$ cat src/rtl/core/cobs_frame_decoder_macros.svh
// ----------------------------------------------------------------------------
// COBS frame decoder assertion macros
// Shared property shorthands for the decoder's internal checks.
// ----------------------------------------------------------------------------
`ifndef COBS_FRAME_DECODER_MACROS_SVH
`define COBS_FRAME_DECODER_MACROS_SVH

// same-cycle implication, disabled while reset is low
`define CFD_ASSERT_IMP(label, clk, rstn, ante, cons) \
    label: assert property (@(posedge clk) disable iff (!rstn) (ante) |-> (cons)) \
        else $error("cobs frame decoder check failed");

// next-cycle implication, disabled while reset is low
`define CFD_ASSERT_NXT(label, clk, rstn, ante, cons) \
    label: assert property (@(posedge clk) disable iff (!rstn) (ante) |=> (cons)) \
        else $error("cobs frame decoder check failed");

`endif

$ cat src/rtl/core/cobsfd_pkg.sv
// ----------------------------------------------------------------------------
// COBS frame decoder package
// Shared constants, status codes and the queue entry type.
// ----------------------------------------------------------------------------
package cobsfd_pkg;

    localparam int QUEUE_DEPTH = 4;
    localparam int CAP_W       = 16;

    localparam logic [15:0] CAPACITY_RESET = 16'hFFFF;
    localparam logic [7:0]  CODE_MAX       = 8'hFF;
    localparam logic [7:0]  BYTE_ZERO      = 8'h00;

    localparam logic [1:0] ST_OK        = 2'd0;
    localparam logic [1:0] ST_INVALID   = 2'd1;
    localparam logic [1:0] ST_TOO_SMALL = 2'd2;

    localparam logic KIND_DATA   = 1'b0;
    localparam logic KIND_STATUS = 1'b1;

    // results caused by one input transfer
    typedef struct packed {
        logic        has_data;
        logic [7:0]  data_byte;
        logic        has_status;
        logic [1:0]  status;
        logic [15:0] count;
    } entry_t;

endpackage

$ cat src/rtl/core/cobs_frame_decoder.sv
// ----------------------------------------------------------------------------
// COBS frame decoder
// Decodes byte-stuffed frames (terminator removed) into data bytes plus one
// end-of-frame status result per frame.
// ----------------------------------------------------------------------------
// Usage:
//   Input stream: one stuffed byte per transfer on s_tdata, s_tlast on the
//   final byte of a frame. Output stream: decoded bytes (m_tuser = 0) and a
//   status result (m_tuser = 1) carrying the frame status and decoded count;
//   m_tlast marks the last result caused by one input byte.
//   cfg_wr_en / cfg_wr_data set the output capacity; write only while idle.
//   A result is registered in the entry queue and then in the output
//   register before it is presented.
//   Throughput: one input byte per cycle while the queue is not full. An
//   input that causes two results (inserted zero plus status, or data plus
//   status) is presented from the output registers as two results in turn;
//   the entry queue between the front and back ends absorbs the difference.
//   When the receiver stalls, results wait in the output register and the
//   queue; s_tready drops once the queue is full.
//   Reset clears frame state, empties the queue and sets capacity to 65535.
// ----------------------------------------------------------------------------
module cobs_frame_decoder #(
    parameter int QUEUE_DEPTH = cobsfd_pkg::QUEUE_DEPTH
) (
    input  logic        aclk,
    input  logic        aresetn,
    input  logic        cfg_wr_en,
    input  logic [15:0] cfg_wr_data,
    input  logic        s_tvalid,
    output logic        s_tready,
    input  logic [7:0]  s_tdata,    // [7:0] in_byte
    input  logic        s_tlast,
    output logic        m_tvalid,
    input  logic        m_tready,
    output logic [31:0] m_tdata,    // [7:0] out_byte, [9:8] frame_status,
                                    // [25:10] decoded_count, [31:26] zero
    output logic        m_tuser,    // [0] out_kind
    output logic        m_tlast
);

    logic               q_push;
    logic               q_full;
    logic               q_pop;
    logic               q_head_valid;
    cobsfd_pkg::entry_t q_entry;
    cobsfd_pkg::entry_t q_head;

    logic [7:0]         m_byte;
    logic [1:0]         m_status;
    logic [15:0]        m_count;

    cobsfd_front u_front (
        .aclk        (aclk),
        .aresetn     (aresetn),
        .cfg_wr_en   (cfg_wr_en),
        .cfg_wr_data (cfg_wr_data),
        .s_tvalid    (s_tvalid),
        .s_tready    (s_tready),
        .s_tdata     (s_tdata),
        .s_tlast     (s_tlast),
        .q_full      (q_full),
        .q_push      (q_push),
        .q_entry     (q_entry)
    );

    cobsfd_queue #(
        .DEPTH (QUEUE_DEPTH)
    ) u_queue (
        .aclk       (aclk),
        .aresetn    (aresetn),
        .push       (q_push),
        .push_entry (q_entry),
        .full       (q_full),
        .pop        (q_pop),
        .head_valid (q_head_valid),
        .head_entry (q_head)
    );

    cobsfd_back u_back (
        .aclk       (aclk),
        .aresetn    (aresetn),
        .head_valid (q_head_valid),
        .head_entry (q_head),
        .pop        (q_pop),
        .m_tvalid   (m_tvalid),
        .m_tready   (m_tready),
        .m_kind     (m_tuser),
        .m_byte     (m_byte),
        .m_status   (m_status),
        .m_count    (m_count),
        .m_last     (m_tlast)
    );

    assign m_tdata = {6'd0, m_count, m_status, m_byte};

endmodule

$ cat src/rtl/core/cobsfd_front.sv
// ----------------------------------------------------------------------------
// COBS frame decoder front end
// Accepts stuffed bytes, tracks block and frame state, and queues the
// results each byte causes.
// ----------------------------------------------------------------------------
module cobsfd_front (
    input  logic                  aclk,
    input  logic                  aresetn,
    input  logic                  cfg_wr_en,
    input  logic [15:0]           cfg_wr_data,
    input  logic                  s_tvalid,
    output logic                  s_tready,
    input  logic [7:0]            s_tdata,
    input  logic                  s_tlast,
    input  logic                  q_full,
    output logic                  q_push,
    output cobsfd_pkg::entry_t    q_entry
);

    logic [15:0] capacity_reg, capacity_next;
    logic [7:0]  left_reg, left_next;
    logic        zero_pend_reg, zero_pend_next;
    logic [15:0] count_reg, count_next;
    logic        discard_reg, discard_next;

    logic        accept;
    logic        room;
    logic        done;
    logic        has_data;
    logic [7:0]  data_byte;
    logic [1:0]  status;

    assign s_tready = !q_full;
    assign accept   = s_tvalid && s_tready;
    assign room     = count_reg < capacity_reg;

    always_comb begin
        capacity_next = cfg_wr_en ? cfg_wr_data : capacity_reg;
    end

    always_comb begin
        left_next      = left_reg;
        zero_pend_next = zero_pend_reg;
        count_next     = count_reg;
        discard_next   = discard_reg;
        done           = 1'b0;
        has_data       = 1'b0;
        data_byte      = s_tdata;
        status         = cobsfd_pkg::ST_OK;
        if (accept) begin
            if (discard_reg) begin
                if (s_tlast) begin
                    discard_next = 1'b0;
                end
            end else begin
                if (left_reg == 8'd0) begin
                    if (s_tdata == cobsfd_pkg::BYTE_ZERO) begin
                        status = cobsfd_pkg::ST_INVALID;
                        done   = 1'b1;
                    end else begin
                        if (zero_pend_reg) begin
                            if (!room) begin
                                status = cobsfd_pkg::ST_TOO_SMALL;
                                done   = 1'b1;
                            end else begin
                                has_data   = 1'b1;
                                data_byte  = cobsfd_pkg::BYTE_ZERO;
                                count_next = count_reg + 16'd1;
                            end
                        end
                        if (!done) begin
                            left_next      = s_tdata - 8'd1;
                            zero_pend_next = s_tdata != cobsfd_pkg::CODE_MAX;
                        end
                    end
                end else begin
                    if (!room) begin
                        status = cobsfd_pkg::ST_TOO_SMALL;
                        done   = 1'b1;
                    end else begin
                        has_data   = 1'b1;
                        count_next = count_reg + 16'd1;
                        left_next  = left_reg - 8'd1;
                    end
                end
                if (!done && s_tlast) begin
                    status = (left_next != 8'd0) ? cobsfd_pkg::ST_INVALID
                                                 : cobsfd_pkg::ST_OK;
                    done   = 1'b1;
                end
                if (done) begin
                    left_next      = 8'd0;
                    zero_pend_next = 1'b0;
                    count_next     = 16'd0;
                    discard_next   = !s_tlast;
                end
            end
        end
    end

    always_comb begin
        q_push             = accept && (has_data || done);
        q_entry.has_data   = has_data;
        q_entry.data_byte  = data_byte;
        q_entry.has_status = done;
        q_entry.status     = status;
        q_entry.count      = has_data ? count_reg + 16'd1 : count_reg;
    end

    always_ff @(posedge aclk) begin
        if (!aresetn) begin
            capacity_reg  <= cobsfd_pkg::CAPACITY_RESET;
            left_reg      <= 8'd0;
            zero_pend_reg <= 1'b0;
            count_reg     <= 16'd0;
            discard_reg   <= 1'b0;
        end else begin
            capacity_reg  <= capacity_next;
            left_reg      <= left_next;
            zero_pend_reg <= zero_pend_next;
            count_reg     <= count_next;
            discard_reg   <= discard_next;
        end
    end

endmodule

$ cat src/rtl/core/cobsfd_queue.sv
// ----------------------------------------------------------------------------
// COBS frame decoder queue
// Short FIFO of result entries between the front and back ends.
// ----------------------------------------------------------------------------
`include "cobs_frame_decoder_macros.svh"

module cobsfd_queue #(
    parameter int DEPTH = cobsfd_pkg::QUEUE_DEPTH
) (
    input  logic                  aclk,
    input  logic                  aresetn,
    input  logic                  push,
    input  cobsfd_pkg::entry_t    push_entry,
    output logic                  full,
    input  logic                  pop,
    output logic                  head_valid,
    output cobsfd_pkg::entry_t    head_entry
);

    localparam int PTR_W = $clog2(DEPTH);
    localparam int CNT_W = $clog2(DEPTH + 1);

    cobsfd_pkg::entry_t mem [DEPTH];

    logic [PTR_W-1:0] wr_ptr_reg, wr_ptr_next;
    logic [PTR_W-1:0] rd_ptr_reg, rd_ptr_next;
    logic [CNT_W-1:0] count_reg, count_next;

    assign full       = count_reg == CNT_W'(DEPTH);
    assign head_valid = count_reg != '0;
    assign head_entry = mem[rd_ptr_reg];

    always_comb begin
        wr_ptr_next = wr_ptr_reg;
        rd_ptr_next = rd_ptr_reg;
        count_next  = count_reg;
        if (push) begin
            wr_ptr_next = (wr_ptr_reg == PTR_W'(DEPTH - 1)) ? '0 : wr_ptr_reg + PTR_W'(1);
        end
        if (pop) begin
            rd_ptr_next = (rd_ptr_reg == PTR_W'(DEPTH - 1)) ? '0 : rd_ptr_reg + PTR_W'(1);
        end
        if (push && !pop) begin
            count_next = count_reg + CNT_W'(1);
        end else if (pop && !push) begin
            count_next = count_reg - CNT_W'(1);
        end
    end

    always_ff @(posedge aclk) begin
        if (push) begin
            mem[wr_ptr_reg] <= push_entry;
        end
    end

    always_ff @(posedge aclk) begin
        if (!aresetn) begin
            wr_ptr_reg <= '0;
            rd_ptr_reg <= '0;
            count_reg  <= '0;
        end else begin
            wr_ptr_reg <= wr_ptr_next;
            rd_ptr_reg <= rd_ptr_next;
            count_reg  <= count_next;
        end
    end

    `CFD_ASSERT_IMP(a_no_push_full, aclk, aresetn, push, !full)
    `CFD_ASSERT_IMP(a_no_pop_empty, aclk, aresetn, pop, head_valid)
    `CFD_ASSERT_NXT(a_push_fills, aclk, aresetn, push && !pop, head_valid)
    `CFD_ASSERT_IMP(a_entry_nonempty, aclk, aresetn, head_valid,
                    head_entry.has_data || head_entry.has_status)

endmodule

$ cat src/rtl/core/cobsfd_back.sv
// ----------------------------------------------------------------------------
// COBS frame decoder back end
// Unpacks queued entries into data and status results on a registered
// output stage.
// ----------------------------------------------------------------------------
module cobsfd_back (
    input  logic                  aclk,
    input  logic                  aresetn,
    input  logic                  head_valid,
    input  cobsfd_pkg::entry_t    head_entry,
    output logic                  pop,
    output logic                  m_tvalid,
    input  logic                  m_tready,
    output logic                  m_kind,
    output logic [7:0]            m_byte,
    output logic [1:0]            m_status,
    output logic [15:0]           m_count,
    output logic                  m_last
);

    logic        valid_reg, valid_next;
    logic        phase_reg, phase_next;
    logic        kind_reg, kind_next;
    logic [7:0]  byte_reg, byte_next;
    logic [1:0]  status_reg, status_next;
    logic [15:0] count_reg, count_next;
    logic        last_reg, last_next;

    logic        load;
    logic        emit_data;

    assign load      = head_valid && (!valid_reg || m_tready);
    assign emit_data = head_entry.has_data && !phase_reg;

    always_comb begin
        valid_next  = valid_reg;
        phase_next  = phase_reg;
        kind_next   = kind_reg;
        byte_next   = byte_reg;
        status_next = status_reg;
        count_next  = count_reg;
        last_next   = last_reg;
        pop         = 1'b0;
        if (valid_reg && m_tready) begin
            valid_next = 1'b0;
        end
        if (load) begin
            valid_next = 1'b1;
            if (emit_data) begin
                kind_next   = cobsfd_pkg::KIND_DATA;
                byte_next   = head_entry.data_byte;
                status_next = cobsfd_pkg::ST_OK;
                count_next  = 16'd0;
                last_next   = !head_entry.has_status;
            end else begin
                kind_next   = cobsfd_pkg::KIND_STATUS;
                byte_next   = cobsfd_pkg::BYTE_ZERO;
                status_next = head_entry.status;
                count_next  = head_entry.count;
                last_next   = 1'b1;
            end
            if (emit_data && head_entry.has_status) begin
                phase_next = 1'b1;
            end else begin
                phase_next = 1'b0;
                pop        = 1'b1;
            end
        end
    end

    always_ff @(posedge aclk) begin
        if (!aresetn) begin
            valid_reg <= 1'b0;
            phase_reg <= 1'b0;
        end else begin
            valid_reg <= valid_next;
            phase_reg <= phase_next;
        end
    end

    always_ff @(posedge aclk) begin
        kind_reg   <= kind_next;
        byte_reg   <= byte_next;
        status_reg <= status_next;
        count_reg  <= count_next;
        last_reg   <= last_next;
    end

    assign m_tvalid = valid_reg;
    assign m_kind   = kind_reg;
    assign m_byte   = byte_reg;
    assign m_status = status_reg;
    assign m_count  = count_reg;
    assign m_last   = last_reg;

endmodule

$ cat config.mk
export PLATFORM = sky130hd
export DESIGN_NAME = cobs_frame_decoder
export DESIGN_NICKNAME = d
export VERILOG_FILES = /design/src/rtl/core/cobsfd_pkg.sv /design/src/rtl/core/cobs_frame_decoder.sv /design/src/rtl/core/cobsfd_front.sv /design/src/rtl/core/cobsfd_queue.sv /design/src/rtl/core/cobsfd_back.sv
export VERILOG_INCLUDE_DIRS = /design/src /design/src/rtl/core
export SDC_FILE = /design/constraint.sdc
export NUM_CORES = 1
export LEC_CHECK = 0
export BUFFER_PORTS_ARGS = -buffer_cell sky130_fd_sc_hd__buf_2
export CELL_PAD_IN_SITES_DETAIL_PLACEMENT = 1
export CELL_PAD_IN_SITES_GLOBAL_PLACEMENT = 1
export CORE_AREA = 2 2 143 145
export CTS_CLUSTER_SIZE = 25
export DETAILED_ROUTE_END_ITERATION = 7
export DIE_AREA = 0 0 145 147
export MAX_ROUTING_LAYER = met4
export PLACE_DENSITY_LB_ADDON = 0.3
export SETUP_SLACK_MARGIN = 0.05
export SLEW_MARGIN = 0
export SYNTH_ARGS = -nofsm -noshare
export SYNTH_HDL_FRONTEND = slang
export SYNTH_HIERARCHICAL = 1
export SYNTH_SLANG_ARGS = --single-unit
$ cat constraint.sdc
create_clock -name aclk -period 4.3 [get_ports aclk]
set_input_delay 0.86 -clock aclk [delete_from_list [all_inputs] [get_ports aclk]]
set_output_delay 0.86 -clock aclk [all_outputs]
set_load 0.1 [all_outputs]
Word level (Yosys, flattened, before mapping). Memories as Yosys holds them, arrays and structs flattened. A register that Yosys moved wholly into a read port is not among the register bits. Cells that the tools add are included. W data, S select, Z words.

Input port bits: 30. Output and inout bits: 36. Word-level logic and storage cells: 131. RAM bits: 112. Memories kept: 1. Flip-flop bits (word level): 79.

$lt $le $gt $ge: 1. Eq/ne operators: 8. Reductions and logical operators: 29. Bitwise operators: 1. Muxes and demuxes: 69. $add $sub $neg: 7.

Memory list: u_queue.mem (depth 4, width 28, rd ports 1, clocked after memory_dff 1, wr ports 1, line cobsfd_queue.sv:23) `cobsfd_pkg::entry_t mem [DEPTH];`.

Operator list (number): $mux W8 (13); $mux W16 (6); $mux W1 (37); $mux W2 (11); $add A16 B1 Y16 const B (1); $logic_not A8 Y1 (2); $lt A16 B16 Y1 (1); $sub A8 B1 Y8 const B (2); $logic_and A1 B1 Y1 (9); $logic_not A1 Y1 (8); $ne A8 B8 Y1 const B (1); $reduce_bool A8 Y1 (1); $mux W3 (2); $reduce_bool A2 Y1 (3); $reduce_and A5 Y1 (1); $add A2 B1 Y2 const B (2); $eq A2 B2 Y1 const B (2); $ne A2 B2 Y1 const B (2); $reduce_and A4 Y1 (1); $add A3 B1 Y3 const B (1); $eq A3 B3 Y1 const B (1); $ne A3 B2 Y1 const B (1); $ne A3 B3 Y1 const B (1); $reduce_bool A3 Y1 (1); 4 further kinds (5).

Longest topological paths before layout.
Depth after elaboration: 24. Depth in mapped cells: 12. Depth with buffers taken out: 12.

Cells and area by module. The synthesis kept the hierarchy.

By module, submodules not included: cobsfd_queue (seq. area each 3543.4 um2, cells each 190, area an instance 4549.4 um2, times used 1); cobsfd_front (seq. area each 840.8 um2, cells each 396, area an instance 2984.1 um2, times used 1); cobsfd_back (seq. area each 880.8 um2, cells each 70, area an instance 1156.1 um2, times used 1); cobs_frame_decoder (seq. area each 0.0 um2, cells each 7, area an instance 48.8 um2, times used 1).

Worst setup path before layout. No wires, ideal clock.

Path kind: input -> register. Start point: input s_tdata[0]. End point: register u_queue.count_reg[2]. Path slack: 0.889 ns. Arrival time: 3.335 ns. Required time: 4.224 ns. Stages on the path: 12. Buffers on the path: 0. Library setup time: 0.076 ns. Cell sequence: inv_1 -> ha_1 -> nor3b_1 -> and2_0 -> nor2_2 -> a21oi_1 -> ha_1 -> inv_1 -> fa_1 -> xor2_1 -> or3_1 -> a21boi_0.

Longest elaborated chain between the ends: 17. Elaborated cells on any way between the ends: 23. Classes of those cells: 14 x mux; 9 x reduce/logical.

RTL lines: start, declared (line cobs_frame_decoder.sv:31) `input logic [7:0] s_tdata,`; $logic_not A8 Y1 * (line cobsfd_front.sv:57) `if (s_tdata == cobsfd_pkg::BYTE_ZERO) begin`; $mux W1 (line cobsfd_front.sv:57); $mux W1 (line cobsfd_front.sv:56) `if (left_reg == 8'd0) begin`; $mux W1 (line cobsfd_front.sv:51) `if (discard_reg) begin`; $mux W1 (line cobsfd_front.sv:50) `if (accept) begin`; $logic_not A1 Y1 (line cobsfd_front.sv:86) `if (!done && s_tlast) begin`; $logic_and A1 B1 Y1 (line cobsfd_front.sv:86); $mux W1 (line cobsfd_front.sv:86); [2 not listed]; $mux W1 (line cobsfd_front.sv:51); $mux W1 (line cobsfd_front.sv:50); $logic_or A1 B1 Y1 * (line cobsfd_front.sv:102) `q_push = accept && (has_data || done);`; $logic_and A1 B1 Y1 * (line cobsfd_front.sv:102); net q_push (line cobs_frame_decoder.sv:41) `logic q_push;`; $logic_not A1 Y1 (line cobsfd_queue.sv:45) `end else if (pop && !push) begin`; $logic_and A1 B1 Y1 (line cobsfd_queue.sv:45); $reduce_bool A2 Y1 (no source line); end signal, assigned (line cobsfd_queue.sv:64) `count_reg <= count_next;`; end, declared (line cobsfd_queue.sv:27) `logic [CNT_W-1:0] count_reg, count_next;`.

Mark *: on every way through the listed nets, which the timed path passes. The rest lies on a longest branch. The select of a mux whose other input is x is not followed. A chain may end at the register's enable or synchronous reset.

==> flow_summary.ini <==
[timing]
tightest_slew_ns = 1.14
finalHoldViolCount = 0
layout_setup_ws_ns = 0.662
finalSetupViolations = 0
fin_crit_ns = 3.64
timing.fmax_mhz = 275
grt_setup_unrepaired = false
slew_headroom_pct = 23.7
skew_ns = 0.0160
finalCritPeriodShare_pct = 84.6
fin_tns_setup_ns = 0
holdWs_ns = 0.491
slew_violations = 0

[worst_hold_path]
min_to = u_front/capacity_reg[6]
hold_path.class = register to register
hold_path_depth = 2
worstHoldStart = u_front/capacity_reg[6]

[worst_setup_path]
startpoint_type = register
crit_required_ns = 4.45
r2r_slack_ns = 0.66
r2r-end = u_queue/mem[0][16]
path_class = register to register
arrival_ns = 3.79
critPathMaxFanout = 8
ff2ff_path_depth = 10
endpoint_kind = register
worstReg2RegStart = u_front/count_reg[2]

[route]
vias = 5389
vias_per_cell = 5.36
drc = 0
drt_iter0_markers = 354
drt_first_pass_iters = 6
wire_per_inst_um = 18.4
ant_nets = 0
finalWirelength_um = 18500

[global_routing]
grt_max_degree = 42
groute.usage.overall_pct = 18.7
antenna_found_initial = 0
grt_pass1_vias = 5665
grt_first_pass_wirelength_um = 30200
grt_overflow = 0

[clock_tree]
insertion_delay_ns = 0.43
cts_setup_buffers = 0
cts_tree = yes
clkSlewWorstSetupHoldPaths_ns = 0.07
htree_num_levels = 4
ctsRootBufferMaster = clkbuf_16
numCtsBuffers = 17
cts_resized = 0
cts_sinks = 193
cts_buffer_depth = 2
cts_hold_buffers = 0

[synth]
synth_cells = 663
synthArstFlopShare_pct = 0
ys_warn_count = 6
synth_cell_types = 66
synth_top_area_cell = edfxtp_1
yosys-top-cells-area = edfxtp_1 (48%), dfxtp_1 (12%), mux4_2 (5.2%), ha_1 (3.6%), nand2_1 (2.7%)
netlist_area_um2 = 8740
synth_area_per_cell_um2 = 13.2
synth_top_area_share_pct = 48.1
synth_seq_cells = 193
ys_seq_area_share_pct = 60.3
synth_ff_type = edfxtp_1
synth_edf_count = 140

[power]
powerDensity_nw_per_um2 = 688
peakVddDrop_uv = 301
leakagePower_uw = 0.00375

[die]
rows = 52
initial_core_util_pct = 44.0
die_h_um = 147
io_pins = 66
core_area_um2 = 19800
die_area_um2 = 21300
die_w_um = 145

[finish]
final_cells = 1006
area_delta_synth_final_pct = 12.3
largest_reg_flops = 112
n_fill_cell = 2028
antenna_cells_inserted = 0
nNetsFinal = 779
fin_util_pct = 49.5
final_layout_size_suffix_gt1_share_pct = 19.0
regMostFlops = u_queue/mem

[placed_design]
gp_congestion = 0.858
dp_hpwl_um = 12800
dp_slack_ns = 0.526
placed_cells = 974
portBuffers = 59

[flow_run]
cap_violations = 0

[run_status]
outcome = finished, final reports clean
## metal layers
layer  track usage (%)  routed length, um  vias to the layer above
li1                  -                  -                     2561
met1              23.8               8650                     2698
met2              30.1               9100                      108
met3              3.82                565                       22
met4              6.24                227                        0
met5                 -                  0                        -
## cell type report
class,count,area [um^2],share of cell area [%]
inverters,30,113,1.15
flip-flops and latches,193,5270,53.6
clock buffers,17,425,4.33
well taps,270,338,3.44
clock inverters,15,146,1.49
repair buffers,69,370,3.77
multi-input cells,412,3160,32.2
## report_power, final
part           internal [uW]  switching, uW
Sequential              2420            151
Combinational            729           1910
Clock                    816            722
## cells in the mapped netlist (all sizes together), types with 6 or more instances
| library cell | instances |
|---|---|
| clkbuf | 10 |
| inv | 30 |
| nor2 | 37 |
| a22oi | 8 |
| mux4 | 28 |
| xnor2 | 15 |
| o211ai | 19 |
| edfxtp | 140 |
| ha | 25 |
| nor3 | 9 |
| buf | 23 |
| and3 | 7 |
| dfxtp | 53 |
| nand2 | 63 |
| o21ai | 41 |
| xor2 | 8 |
| a21oi | 11 |
| mux2i | 6 |
| nor2b | 22 |
| or3 | 6 |
| and2 | 34 |
| o31ai | 6 |
| nand3 | 8 |
## through the flow
stage	total power, uW	area, um^2
floorplan	4810	8760
global route	7060	9810
global placement	5210	9240
detailed placement	5270	9240
finish	6750	9810
CTS	6820	9810
## cells in the final DEF, fill, tap and decap left out, drive strengths merged, types with 4 or more instances in the layout
cell      n
o21a      5
o31ai     6
nor2     37
edfxtp  140
nor3      9
ha       25
nor4      4
xor2      8
mux2i     6
nand2b    4
nor2b    22
nand3     8
a211oi    4
o211ai   19
xnor2    15
or4       4
clkinv    6
nand2    63
a22oi     8
o21ai    41
inv      37
a21boi    4
and2     34
a21oi    11
clkbuf   17
or3       6
mux4     28
and3      7
buf      69
conb      6
dfxtp    53
## cell families (layout without fill, tap and decap cells)
| kind of cell | after synthesis | count (layout) | share of synthesized area [%] |
|---|---|---|---|
| flops | 193 | 193 | 60.3 |
| simple gates | 213 | 213 | 13.3 |
| mux | 35 | 35 | 8.38 |
| other cells | 1 | 6 | 0.0429 |
| buf+inv | 63 | 131 | 3.84 |
| compound gates | 109 | 109 | 8.03 |
| fa+ha+maj | 26 | 26 | 3.81 |
| xor+xnor | 23 | 23 | 2.31 |
## critical path, cell delays in order, from the launching register on
cell and delay [ns]:
dfxtp_1 0.49, ha_1 0.31, a211oi_1 0.26, o21ai_0 0.13, a41oi_1 0.31, o21ai_0 0.43
buf_4 0.33, or4_1 0.42, nand4_1 0.11, nor4_1 0.06, a211oi_1 0.51
## how the worst max path moves through the flow
stage                         start              endpoint  slack, ns
2_1_floorplan            s_tdata[0]  u_queue/count_reg[2]       0.89
3_3_place_gp             s_tdata[5]  u_queue/count_reg[2]       0.76
3_5_place_dp             s_tdata[0]  u_queue/count_reg[2]       0.53
4_1_cts        u_front/count_reg[2]    u_queue/mem[2][16]       0.66
5_1_grt        u_front/count_reg[2]    u_queue/mem[3][16]       0.34
6_report       u_front/count_reg[2]    u_queue/mem[0][16]       0.66
Note: power is estimated with default switching activity, not from simulation.
